$ cat config.mk
export PLATFORM = sky130hd
export DESIGN_NAME = rgb555_weighted_blend_shade
export DESIGN_NICKNAME = d
export VERILOG_FILES = /design/src/rtl/rgbws_pkg.sv /design/src/rtl/rgbws_weight.sv /design/src/rtl/rgbws_divide.sv /design/src/rtl/rgbws_shade.sv /design/src/rtl/rgb555_weighted_blend_shade.sv
export SDC_FILE = /design/constraint.sdc
export NUM_CORES = 1
export LEC_CHECK = 0
export BUFFER_PORTS_ARGS = -buffer_cell sky130_fd_sc_hd__clkbuf_2
export CORE_MARGIN = 4
export CORE_UTILIZATION = 45
export CTS_CLUSTER_SIZE = 20
export DETAILED_ROUTE_END_ITERATION = 6
export HOLD_SLACK_MARGIN = 0.12
export PLACE_DENSITY = 0.63
export SLEW_MARGIN = 15
export SYNTH_ARGS = -nofsm -noshare
export SYNTH_HDL_FRONTEND = slang
export SYNTH_HIERARCHICAL = 1
export SYNTH_SLANG_ARGS = --single-unit
$ cat constraint.sdc
create_clock -name clock -period 18.5 [get_ports clock]
set_input_delay 0.925 -clock clock [delete_from_list [all_inputs] [get_ports clock]]
set_output_delay 0.925 -clock clock [all_outputs]
set_load 0.02 [all_outputs]
$ cat src/rtl/rgbws_pkg.sv
// ----------------------------------------------------------------------------
// rgbws_pkg
// Shared types, constants and arithmetic helpers for the RGB555 weighted
// blend and shade pipeline.
// ----------------------------------------------------------------------------
`default_nettype none

package rgbws_pkg;

   localparam int unsigned CH_BITS  = 5;
   localparam int unsigned NUM_BITS = 12;
   localparam int unsigned DEN_BITS = 7;
   localparam int unsigned NUM_CH   = 3;
   localparam int unsigned PIX_BITS = 15;

   typedef logic [CH_BITS-1:0]  chan_type;
   typedef logic [NUM_BITS-1:0] num_type;
   typedef logic [DEN_BITS-1:0] den_type;
   typedef logic [PIX_BITS-1:0] pixel_type;

   localparam chan_type CH_MAX = 5'd31;
   localparam den_type  DEN_ONE = 7'd1;

   // Channel index 2 is red, 1 is green and 0 is blue.
   typedef struct packed {
      num_type   [NUM_CH-1:0] rem;
      chan_type  [NUM_CH-1:0] quot;
      den_type                den;
      pixel_type              shade;
   } div_state_type;

   // One restoring division step: quotient bit on top, new remainder below.
   function automatic logic [NUM_BITS:0] div_step(input num_type rem, input den_type den,
                                                  input logic [2:0] sh);
      num_type trial;
      trial = num_type'({5'd0, den}) << sh;
      if (rem >= trial) begin
         div_step = {1'b1, rem - trial};
      end else begin
         div_step = {1'b0, rem};
      end
   endfunction

   function automatic chan_type shade_ch(input chan_type s, input chan_type m);
      logic [9:0] prod;
      prod = {5'd0, s} * {5'd0, m};
      if (prod[9]) begin
         shade_ch = CH_MAX;
      end else begin
         shade_ch = prod[8:4];
      end
   endfunction

endpackage

`default_nettype wire

$ cat src/rtl/rgbws_weight.sv
// ----------------------------------------------------------------------------
// rgbws_weight
// First stage: weighted channel sums and weight sum, or the bypass operands.
// ----------------------------------------------------------------------------
`default_nettype none

module rgbws_weight (
   input  wire                        clock,
   input  wire                        reset,
   input  wire                        up_valid,
   output logic                       up_ready,
   input  wire  [15:0]                weight_pixel,
   input  wire  [15:0]                source_a,
   input  wire  [15:0]                source_b,
   input  wire  [15:0]                source_c,
   input  wire  [15:0]                shade_pixel,
   input  wire                        blend_enable,
   output logic                       dn_valid,
   input  wire                        dn_ready,
   output rgbws_pkg::div_state_type   dn_data
);

   logic                     valid_ff;
   rgbws_pkg::div_state_type data_ff;
   rgbws_pkg::div_state_type data_in;

   always_comb begin
      rgbws_pkg::chan_type wa;
      rgbws_pkg::chan_type wb;
      rgbws_pkg::chan_type wc;
      rgbws_pkg::den_type  wsum;
      wa   = weight_pixel[14:10];
      wb   = weight_pixel[9:5];
      wc   = weight_pixel[4:0];
      wsum = rgbws_pkg::den_type'(wa) + rgbws_pkg::den_type'(wb)
           + rgbws_pkg::den_type'(wc);
      data_in       = '0;
      data_in.shade = shade_pixel[14:0];
      for (int ch = 0; ch < 3; ch++) begin
         if (!blend_enable) begin
            data_in.rem[ch] = rgbws_pkg::num_type'(source_a[ch*5 +: 5]);
         end else if (wsum != '0) begin
            data_in.rem[ch] =
               rgbws_pkg::num_type'(wa) * rgbws_pkg::num_type'(source_a[ch*5 +: 5])
             + rgbws_pkg::num_type'(wb) * rgbws_pkg::num_type'(source_b[ch*5 +: 5])
             + rgbws_pkg::num_type'(wc) * rgbws_pkg::num_type'(source_c[ch*5 +: 5]);
         end
      end
      if (blend_enable && wsum != '0) begin
         data_in.den = wsum;
      end else begin
         data_in.den = rgbws_pkg::DEN_ONE;
      end
   end

   assign up_ready = !valid_ff || dn_ready;

   always_ff @(posedge clock) begin
      if (reset) begin
         valid_ff <= 1'b0;
      end else if (up_ready) begin
         valid_ff <= up_valid;
      end
   end

   always_ff @(posedge clock) begin
      if (up_ready && up_valid) begin
         data_ff <= data_in;
      end
   end

   assign dn_valid = valid_ff;
   assign dn_data  = data_ff;

endmodule

`default_nettype wire

$ cat src/rtl/rgbws_divide.sv
// ----------------------------------------------------------------------------
// rgbws_divide
// Two register stages of restoring division: quotient bits 4 to 2, then 1 to 0.
// ----------------------------------------------------------------------------
`default_nettype none

module rgbws_divide (
   input  wire                        clock,
   input  wire                        reset,
   input  wire                        up_valid,
   output logic                       up_ready,
   input  rgbws_pkg::div_state_type   up_data,
   output logic                       dn_valid,
   input  wire                        dn_ready,
   output rgbws_pkg::div_state_type   dn_data
);

   logic                     hi_valid_ff;
   rgbws_pkg::div_state_type hi_data_ff;
   rgbws_pkg::div_state_type hi_data_in;
   logic                     hi_ready;
   logic                     lo_valid_ff;
   rgbws_pkg::div_state_type lo_data_ff;
   rgbws_pkg::div_state_type lo_data_in;

   always_comb begin
      logic [12:0] res;
      hi_data_in = up_data;
      for (int ch = 0; ch < 3; ch++) begin
         for (int st = 4; st >= 2; st--) begin
            res = rgbws_pkg::div_step(hi_data_in.rem[ch], hi_data_in.den, 3'(st));
            hi_data_in.rem[ch]      = res[11:0];
            hi_data_in.quot[ch][st] = res[12];
         end
      end
   end

   always_comb begin
      logic [12:0] res;
      lo_data_in = hi_data_ff;
      for (int ch = 0; ch < 3; ch++) begin
         for (int st = 1; st >= 0; st--) begin
            res = rgbws_pkg::div_step(lo_data_in.rem[ch], lo_data_in.den, 3'(st));
            lo_data_in.rem[ch]      = res[11:0];
            lo_data_in.quot[ch][st] = res[12];
         end
      end
   end

   assign hi_ready = !lo_valid_ff || dn_ready;
   assign up_ready = !hi_valid_ff || hi_ready;

   always_ff @(posedge clock) begin
      if (reset) begin
         hi_valid_ff <= 1'b0;
         lo_valid_ff <= 1'b0;
      end else begin
         if (up_ready) begin
            hi_valid_ff <= up_valid;
         end
         if (hi_ready) begin
            lo_valid_ff <= hi_valid_ff;
         end
      end
   end

   always_ff @(posedge clock) begin
      if (up_ready && up_valid) begin
         hi_data_ff <= hi_data_in;
      end
      if (hi_ready && hi_valid_ff) begin
         lo_data_ff <= lo_data_in;
      end
   end

   assign dn_valid = lo_valid_ff;
   assign dn_data  = lo_data_ff;

endmodule

`default_nettype wire

$ cat src/rtl/rgbws_shade.sv
// ----------------------------------------------------------------------------
// rgbws_shade
// Output stage: light modulation with saturation into the result register.
// ----------------------------------------------------------------------------
`default_nettype none

module rgbws_shade (
   input  wire                        clock,
   input  wire                        reset,
   input  wire                        up_valid,
   output logic                       up_ready,
   input  rgbws_pkg::div_state_type   up_data,
   output logic                       dn_valid,
   input  wire                        dn_ready,
   output rgbws_pkg::pixel_type       dn_pixel
);

   logic                 valid_ff;
   rgbws_pkg::pixel_type pixel_ff;
   rgbws_pkg::pixel_type pixel_in;

   always_comb begin
      for (int ch = 0; ch < 3; ch++) begin
         pixel_in[ch*5 +: 5] = rgbws_pkg::shade_ch(up_data.shade[ch*5 +: 5],
                                                   up_data.quot[ch]);
      end
   end

   assign up_ready = !valid_ff || dn_ready;

   always_ff @(posedge clock) begin
      if (reset) begin
         valid_ff <= 1'b0;
      end else if (up_ready) begin
         valid_ff <= up_valid;
      end
   end

   always_ff @(posedge clock) begin
      if (up_ready && up_valid) begin
         pixel_ff <= pixel_in;
      end
   end

   assign dn_valid = valid_ff;
   assign dn_pixel = pixel_ff;

endmodule

`default_nettype wire

$ cat src/rtl/rgb555_weighted_blend_shade.sv
// ----------------------------------------------------------------------------
// rgb555_weighted_blend_shade
// Blends three RGB555 sources by a weight pixel and modulates the result with
// a shade pixel.
// ----------------------------------------------------------------------------
// The block accepts one word per cycle while req_ready is high, and each
// word passes through four register stages: weighted sums, two stages of
// restoring division of the channel sums by the weight sum, and the shade
// multiply into the output register. Each stage holds its word while the
// stage below is full, so a stalled output fills the pipeline before
// req_ready drops.
`default_nettype none

module rgb555_weighted_blend_shade (
   input  wire          clock,
   input  wire          reset,
   input  wire          req_valid,
   output logic         req_ready,
   input  wire  [15:0]  req_weight_pixel,
   input  wire  [15:0]  req_source_a,
   input  wire  [15:0]  req_source_b,
   input  wire  [15:0]  req_source_c,
   input  wire  [15:0]  req_shade_pixel,
   output logic         rsp_valid,
   input  wire          rsp_ready,
   output logic [14:0]  rsp_out_pixel,
   input  wire          csr_write_enable,
   input  wire          csr_write_data
);

   logic                     blend_enable_ff;
   logic                     wt_valid;
   logic                     wt_ready;
   rgbws_pkg::div_state_type wt_data;
   logic                     dv_valid;
   logic                     dv_ready;
   rgbws_pkg::div_state_type dv_data;

   always_ff @(posedge clock) begin
      if (reset) begin
         blend_enable_ff <= 1'b1;
      end else if (csr_write_enable) begin
         blend_enable_ff <= csr_write_data;
      end
   end

   rgbws_weight u_weight (
      .clock        (clock),
      .reset        (reset),
      .up_valid     (req_valid),
      .up_ready     (req_ready),
      .weight_pixel (req_weight_pixel),
      .source_a     (req_source_a),
      .source_b     (req_source_b),
      .source_c     (req_source_c),
      .shade_pixel  (req_shade_pixel),
      .blend_enable (blend_enable_ff),
      .dn_valid     (wt_valid),
      .dn_ready     (wt_ready),
      .dn_data      (wt_data)
   );

   rgbws_divide u_divide (
      .clock    (clock),
      .reset    (reset),
      .up_valid (wt_valid),
      .up_ready (wt_ready),
      .up_data  (wt_data),
      .dn_valid (dv_valid),
      .dn_ready (dv_ready),
      .dn_data  (dv_data)
   );

   rgbws_shade u_shade (
      .clock    (clock),
      .reset    (reset),
      .up_valid (dv_valid),
      .up_ready (dv_ready),
      .up_data  (dv_data),
      .dn_valid (rsp_valid),
      .dn_ready (rsp_ready),
      .dn_pixel (rsp_out_pixel)
   );

   // The input stalls only when every stage is full and the output is held.
   a_stall_only_when_full: assert property (@(posedge clock) disable iff (reset)
      !req_ready |-> (rsp_valid && !rsp_ready && wt_valid && dv_valid))
      else $error("input stalled while the pipeline had room");

   // A new result appears only from a word held in the last division stage.
   a_result_from_divider: assert property (@(posedge clock) disable iff (reset)
      $rose(rsp_valid) |-> $past(dv_valid))
      else $error("result appeared without a word in the divider");

   // The pipeline is empty and ready right after reset.
   a_ready_after_reset: assert property (@(posedge clock)
      $past(reset) && !reset |-> (req_ready && !rsp_valid && !wt_valid && !dv_valid))
      else $error("pipeline not empty after reset");

endmodule

`default_nettype wire
Word-level counts from Yosys, hierarchy flattened. Index checks and enable logic that the tools add are counted.

Bits in registers: 175. Output and inout port bits: 17. Word-level logic and storage cells: 114. Bits of input ports: 86.

Add/subtract/negate cells: 23. Multiply operators: 12. Magnitude comparators: 15. Multiplexer cells: 21. Reductions and logical operators: 15.

Operator list (number): $mux 13 (15); $mul 5x5->10 (12); $add 11x10->12 (3); $ge 12x10->1 (3); $ge 12x11->1 (3); $ge 12x7->1 (3); $ge 12x8->1 (3); $ge 12x9->1 (3); $sub 12x10->12 (3); $sub 12x11->12 (3); $sub 12x7->12 (3); $sub 12x8->12 (3); $sub 12x9->12 (3); $add 10x10->11 (3); $mux 5 (6); $add 7x5->7 (1); $reduce_bool 7->1 (1); $add 5x5->6 (1); $logic_and 1x1->1 (5); $logic_not 1->1 (4); $logic_or 1x1->1 (4); $reduce_and 2->1 (1).

Longest topological paths before layout.
Depth after elaboration: 6. Gate-level depth with buffers: 32. Gate-level depth less buffers: 28.

Hierarchy. The synthesis kept the hierarchy.

Modules (own cells, without submodules): rgbws_divide (area an instance 11106.9 um^2, sequential area each 4244.1 um^2, instances 1, cells each 1138); rgbws_weight (area an instance 10541.4 um^2, sequential area each 1761.7 um^2, instances 1, cells each 1067); rgbws_shade (area an instance 2829.0 um^2, sequential area each 470.5 um^2, instances 1, cells each 325); rgb555_weighted_blend_shade (area an instance 35.0 um^2, sequential area each 20.0 um^2, instances 1, cells each 3).

Worst setup path after synthesis. Ideal clock, no wire load.

Path kind: flip-flop to flip-flop. From: reg u_weight.data_ff (netlist bit u_weight/dn_data[16]). To: reg u_divide/hi_data_ff[64] (netlist bit), data pin. Path slack: 11.852 ns. Data required time: 18.240 ns. Data arrival time: 6.388 ns. Stages on the path, launching flop included: 27. Buffers on the path: 3. Period minus slack after synthesis: 6.648 ns. Library setup time: 0.260 ns. Cell sequence: edfxtp_1 inv_1 fa_1 a211oi_1 o21ai_0 a21oi_1 clkbuf_1 mux2_2 ha_1 nand3_1 or2_2 a31oi_1 nor2_1 nand3_1 buf_1 a21oi_1 fa_1 nand2_1 nand2_1 a21oi_1 nor2b_1 o41a_1 or2_2 a31oi_1 and2_1 buf_4 mux2_2.

RTL lines: start: declaration (RTL line rgbws_weight.sv:24) `rgbws_pkg::div_state_type data_ff;`; start signal: assignment (RTL line rgbws_weight.sv:68) `data_ff <= data_in;`; end signal: assignment (RTL line rgbws_divide.sv:69) `hi_data_ff <= hi_data_in;`; end: declaration (RTL line rgbws_divide.sv:19) `rgbws_pkg::div_state_type hi_data_ff;`.

==> metrics.cfg <==
[floorplanning]
die_y_um=230
ios=103
num_rows=81
initial_core_util_pct=45.40
die_w_um=230
dieArea_um2=52900
core_area_um2=48850

[worst_hold_path]
min_path_cells=0
hold_class=reg2reg

[detailed_routing]
drc=0
ant_nets=0
wirelength_um=46820
via_count=16080
dr.pass1.iters=6
routedWlPerCell_um=15.22
via_per_inst=5.225
drt_iter0_drc=699

[sta]
finalSetupViolCount=0
clock_skew_ns=0.01302
setup_slack_ns=10.51
hold_slack_ns=0.4193
layout_min_cycle_time_ns=7.991
final_hold_viol_count=0
drv_slew=0
rsz0062_at_grt=no
maxSlewHeadroom_pct=24.70
fmax_ghz=0.1251
period_share_pct=43.20
worst_slew_pin_slew_ns=1.129
fin_setup_tns_ns=0

[final_layout]
nFillCells=4560
final_cell_mix=375 x inv_1, 289 x ha_1, 215 x and2_1
n_antenna_cell=0
utilization_pct=48.95
multi_input_area_um2=15370
layout.nets=2988
seq_area_um2=5205
area_growth_pct=7.814
drive_gt1_share_pct=8.247
layout_commonest_cell=inv_1

[logic_synthesis]
synth_nets=2907
syn_avg_cell_area_um2=9.563
syn_inst=2319
syn-cell-area_um2=22180
ys_warn_count=6

[clock_network]
path_clk_slew_ns=0.06
cts_tree=yes
htreeDepth=4
post-cts-setup-buffers=0
cts-root-buf=clkbuf_16
clk_latency_ns=0.44
clock_sinks=175
clock_path_buffers=2
hold_buffers=0
cts.repair.resized=0
numCtsBuffers=17

[power_and_ir_drop]
p_per_area_nw_per_um2=201.9
ir_drop_mv=0.1229
internal-power_uw=2584
swShare_pct=46.45
cellLeakagePower_uw=0.01107
pwr-share-clk_pct=7.0
p_seq_share_pct=15.8
combPwrFrac_pct=77.3
switchingPower_uw=2242

[grt]
grt_pass1_vias=16270
grt_pass1_wl_um=79130
antenna_found_initial=0
track_usage_pct=18.05
overflow=0
grt_start_max_net_pins=68

[critical_path]
startpoint_type=flop
endpoint_kind=flop
reg2reg_depth=27
worstPathArrival_ns=8.18
crit_fanout=13
worstSetupPathType=reg2reg
cp.required_ns=18.69

[outcome]
status=finished, final reports clean

[placement]
place.gp.congestion=0.8551
port_buffers=97
place_ws_ns=10.60
dp_hpwl_um=37680

[job]
cap_violations=0

==> layout make-up <==
cell class / count / area share (%)
multi-input cells: 1726 / 64.30
clock inverters: 11 / 0.3349
well taps: 664 / 3.475
repair buffers: 104 / 2.250
inverters: 376 / 5.903
flip-flops and latches: 175 / 21.77
clock buffers: 21 / 1.973
==> worst max-delay path, cell delays in order, from the launching register on <==
cell	delay, ns
edfxtp_1	0.71
ha_1	0.27
inv_1	0.06
fa_1	0.42
a211oi_1	0.31
o21ai_0	0.18
a21oi_1	0.69
nor2_1	0.08
a21oi_1	0.34
inv_1	0.08
ha_1	0.31
nor2b_1	0.14
o21ai_0	0.29
a31oi_1	0.21
nor2_1	0.17
nand3_1	0.46
nor2_1	0.22
a21oi_1	0.12
fa_1	0.49
nand2_1	0.08
nand2_1	0.05
a21oi_1	0.21
nor2b_1	0.10
o41a_1	0.36
or2_2	0.30
a31oi_1	0.28
and2_1	0.40
mux2_2	0.38
==> stage by stage <==
step	instance area (um^2)	power (uW)	instances
floorplan	22180	3820	2319
global placement	23360	4378	3045
detailed placement	23360	4472	3045
CTS	23910	4842	3077
global route	23910	5407	3077
finish	23910	4827	3077
==> state kept, by name (all words and copies together), names as in the netlist, 15 cells and up <==
register / flops
u_divide/dn_data: 30
u_weight/dn_data: 58
u_shade/dn_pixel: 15
u_divide/hi_data_ff: 67
==> power by group through the flow <==
stage,sequential (uW),clock (uW),combinational [uW]
6_report,761,336,3730
5_1_grt,774,362,4270
4_1_cts,760,346,3740
3_5_place_dp,768,0,3700
3_3_place_gp,767,0,3610
2_1_floorplan,745,0,3070
==> final timing paths <==
kind | startpoint | end | slack (ns)
worst max-delay path | u_weight/dn_data[15] | u_divide/hi_data_ff[64] | 10.51
worst min-delay path | u_divide/hi_data_ff[3] | u_divide/dn_data[3] | 0.42
worst max register to register | u_weight/dn_data[15] | u_divide/hi_data_ff[64] | 10.51
worst min register to register | u_divide/hi_data_ff[3] | u_divide/dn_data[3] | 0.42
==> routing by layer <==
metal / GRT usage [%] / vias to the layer above / wire length (um)
li1: - / 7975 / -
met1: 24.36 / 7750 / 21820
met2: 31.07 / 303 / 22500
met3: 1.858 / 49 / 1573
met4: 4.953 / 0 / 923
met5: 0 / - / 0
No activity file was read; power rests on OpenSTA's default activity.
